## src/hw/rtl/expm1h_mul.sv

```systemverilog
`timescale 1ns / 1ps

module expm1h_mul #(
    parameter int A_W = 32,
    parameter int B_W = 33
) (
    input  logic                 i_clk,
    input  logic                 i_en,
    input  logic [A_W-1:0]       i_a,
    input  logic [B_W-1:0]       i_b,
    output logic [A_W+B_W-1:0]   o_p
);

    localparam int LO_W = (B_W + 1) / 2;
    localparam int HI_W = B_W - LO_W;
    localparam int P_W  = A_W + B_W;

    logic [A_W+LO_W-1:0] r_pl;
    logic [A_W+HI_W-1:0] r_ph;
    logic [P_W-1:0]      r_p;

    // two half-width partial products, then one add
    always_ff @(posedge i_clk) begin
        if (i_en) begin
            r_pl <= i_a * i_b[LO_W-1:0];
            r_ph <= i_a * i_b[B_W-1:LO_W];
            r_p  <= (P_W'(r_ph) << LO_W) + P_W'(r_pl);
        end
    end

    assign o_p = r_p;

endmodule

```

## config.mk

```make
export PLATFORM = sky130hd
export DESIGN_NAME = expm1h_mul
export DESIGN_NICKNAME = d
export VERILOG_FILES = /design/src/hw/rtl/expm1h_mul.sv
export SDC_FILE = /design/constraint.sdc
export NUM_CORES = 2
export LEC_CHECK = 0
export ABC_AREA = 0
export BUFFER_PORTS_ARGS = -buffer_cell sky130_fd_sc_hd__buf_2
export CAP_MARGIN = 20
export CORE_ASPECT_RATIO = 0.6
export CORE_UTILIZATION = 56
export DETAILED_ROUTE_END_ITERATION = 8
export MAX_ROUTING_LAYER = met4
export PLACE_DENSITY = 0.73
export SLEW_MARGIN = 30
export SYNTH_ARGS = -nofsm -noshare
export SYNTH_HDL_FRONTEND = slang
export SYNTH_SLANG_ARGS = --single-unit
```

## constraint.sdc

```tcl
create_clock -name i_clk -period 16.6 [get_ports i_clk]
set_clock_uncertainty 0.15 [all_clocks]
set_input_delay 2.49 -clock i_clk [delete_from_list [all_inputs] [get_ports i_clk]]
set_output_delay 2.49 -clock i_clk [all_outputs]
set_load 0.005 [all_outputs]
```

==> flow_summary.ini <==
[outcome]
status = finished clean

[place]
dp.cells = 5229
dpl_cell_area_sq_um = 41300
port-buffer-count = 131
place_congestion = 0.938
hpwl_um = 86600

[routing]
via_per_inst = 5.65
post_drt_wl_per_cell_um = 21.6
dr.first_iter.drc_count = 3292
drt-total-wl_um = 114000
drc_errors = 0
vias = 29719
drtAntennaViolNets = 0
firstDrtPassIters = 8

[clocking]
cts.clk_slew.worst_paths_ps = 70
clk_latency_ps = 440
cts.sinks = 162
cts_resized = 0
cts-htree-levels = 4
cts_tree = done
cts-buffers-inserted = 17
root_buffer = clkbuf_16
cts_buffer_depth = 2
cts_setup_buffers = 0
cts.hold.buffers_added = 0

[grt]
grt_pass1_wl_um = 180000
grt_use_met2_pct = 43.1
grt-busiest-layer = met1
grt.overflow.total = 0
grt_max_degree = 86
grtUsageMet1_pct = 49.8
antenna_found_initial = 1
gr-usage-all-layers_pct = 33.6
grt_pass1_vias = 31030
met3_usage_pct = 13.8

[die]
core_area_sq_um = 70500
initial_utilization_pct = 57.0
io_pins = 132
row_count = 75
die-area_sq_um = 72900
chipWidth_um = 348
die_y_um = 210

[synthesis]
synth_mux_area_share_pct = 0
synth_ff_type = edfxtp_1
synth_area_per_cell_sq_um = 9.25
netlist_area_sq_um = 40200
synth_top_family_by_area = adder cells
syn_nets = 5558
synth_top_area_share_pct = 43.2
synthAdderAreaFrac_pct = 51.8
synth_edf_count = 162
yosysUniqueCellTypes = 65
seq_area_frac_synth_pct = 12.1
yosysWarnings = 0
yosysTopAreaCell = fa_1
ys_top_cells_by_area = fa_1 (43%), edfxtp_1 (12%), inv_1 (9.0%), ha_1 (8.6%), and2_1 (6.7%)
synth_compound_area_share_pct = 6.00
netlist_instances = 4348
ys_ff_latch = 162
synth-simple-area-share_pct = 16.2
synth_xor_area_share_pct = 2.81
async_flop_share_pct = 0

[cells_and_area]
area_delta_synth_final_pct = 4.21
fillers = 6044
layout_commonest_cell = inv_1
fin_cells = 5261
final_core_util_pct = 59.4
ff_latch_area_sq_um = 4860
multi_input_area_sq_um = 30900
stdcell_area_sq_um = 41900
layout-drive-gt1-share_pct = 4.40
fin_nets = 5496
layout_common_cells = inv_1 (966), fa_1 (868), nand2_1 (709), and2_1 (431), ha_1 (275)

[timing]
worst_pin_slew_ps = 990
relSlewSlack_pct = 33.5
drv_slew = 0
finalCriticalPeriod_ps = 9230
fmax_mhz = 108
rsz0062_at_grt = false
setup_viol = 0
hold_viol = 0
fin_crit_sh_pct = 55.6
tns_ps = 0

[worst_setup_path]
cp.arrival_ps = 9340
r2r_cells = 10
path_max_fanout = 32
path_class = in2reg
worstPathRequired_ps = 16700
end_kind = register
cp-start-kind = primary input
ff2ff_setup_slack_ps = 12880
reg2reg_to = o_p[64]$_DFFE_PP_
rr_startpoint = r_pl[18]$_DFFE_PP_

[worst_hold_path]
hold_path.class = reg2reg
hold_path.startpoint = r_pl[2]$_DFFE_PP_
whs_endpoint = o_p[2]$_DFFE_PP_
hold_path_depth = 0

[job]
max-cap-violations = 0
==> cells in the mapped netlist, types with 34 or more instances <==
cell / instances
and2_1: 431
clkbuf_1: 218
nand2_1: 709
a21oi_1: 125
edfxtp_1: 162
a21o_1: 52
nand3_1: 34
ha_1: 275
xor2_1: 45
xnor2_1: 84
nor2_1: 66
inv_1: 966
o21ai_0: 66
fa_1: 868
==> layer usage <==
metal  vias to the layer above  wire length, um
met3                       137            18300
met1                     14828            50100
met5                         -                0
met4                         0             1670
li1                      12889                -
met2                      1865            43600
==> flip-flops by register name (all words and copies together), names as in the netlist <==
name  count
r_pl     49
o_p      65
r_ph     48
==> worst max-delay path: stages <==
cell and delay, ps:
buf_2 700, nand2_1 180, fa_1 550, fa_1 560
inv_1 70, fa_1 500, inv_1 50, fa_1 550
fa_1 440, fa_1 490, inv_1 40, ha_1 400
a21oi_1 160, o21ai_0 170, a41o_1 130, nor2_1 90
o31ai_1 840, a21oi_1 310, nor3b_1 270, nor2_1 80
xnor2_1 250
==> worst max-delay path by stage <==
| stage | from | to | slack (ps) | depth (start not counted) |
|---|---|---|---|---|
| floorplan | i_b[18] | r_ph[47]$_DFFE_PP_ | 8040 | 20 |
| global route | i_a[12] | r_pl[41]$_DFFE_PP_ | 7050 | 21 |
| global placement | i_a[11] | r_pl[32]$_DFFE_PP_ | 7050 | 21 |
| CTS | i_a[11] | r_pl[32]$_DFFE_PP_ | 7530 | 21 |
| finish | i_b[3] | r_pl[32]$_DFFE_PP_ | 7370 | 21 |
| detailed placement | i_a[7] | r_pl[32]$_DFFE_PP_ | 7060 | 23 |
==> cell type report <==
class                           instances  share of cell area (%)
Antenna cell                            1                 0.00597
Clock buffer                           19                    1.03
Clock inverter                         12                   0.376
Inverter                              966                    8.65
Multi-Input combinational cell       3000                    73.7
Sequential cell                       162                    11.6
Tap cell                              962                    2.87
Timing Repair Buffer                  139                    1.73
==> stage by stage <==
step,hold slack [ps],worst slack (ps)
detailed placement,255,7060
finish,270,7370
global route,273,7050
global placement,251,7050
CTS,271,7530
floorplan,250,8040
==> kinds of logic (layout without fill, tap and decap cells) <==
kind of cell	Yosys count	count (layout)
xor gates and xnor gates	129	129
buffers and inverters	1186	1136
AOI/OAI and AO/OA	372	372
adders and majority gates	1143	1143
DFF	162	162
other	0	1
and+or+nand+nor	1356	1356
Power is not shown: default switching activity piles up to over one toggle a cycle in this logic, so the estimate is an artifact.
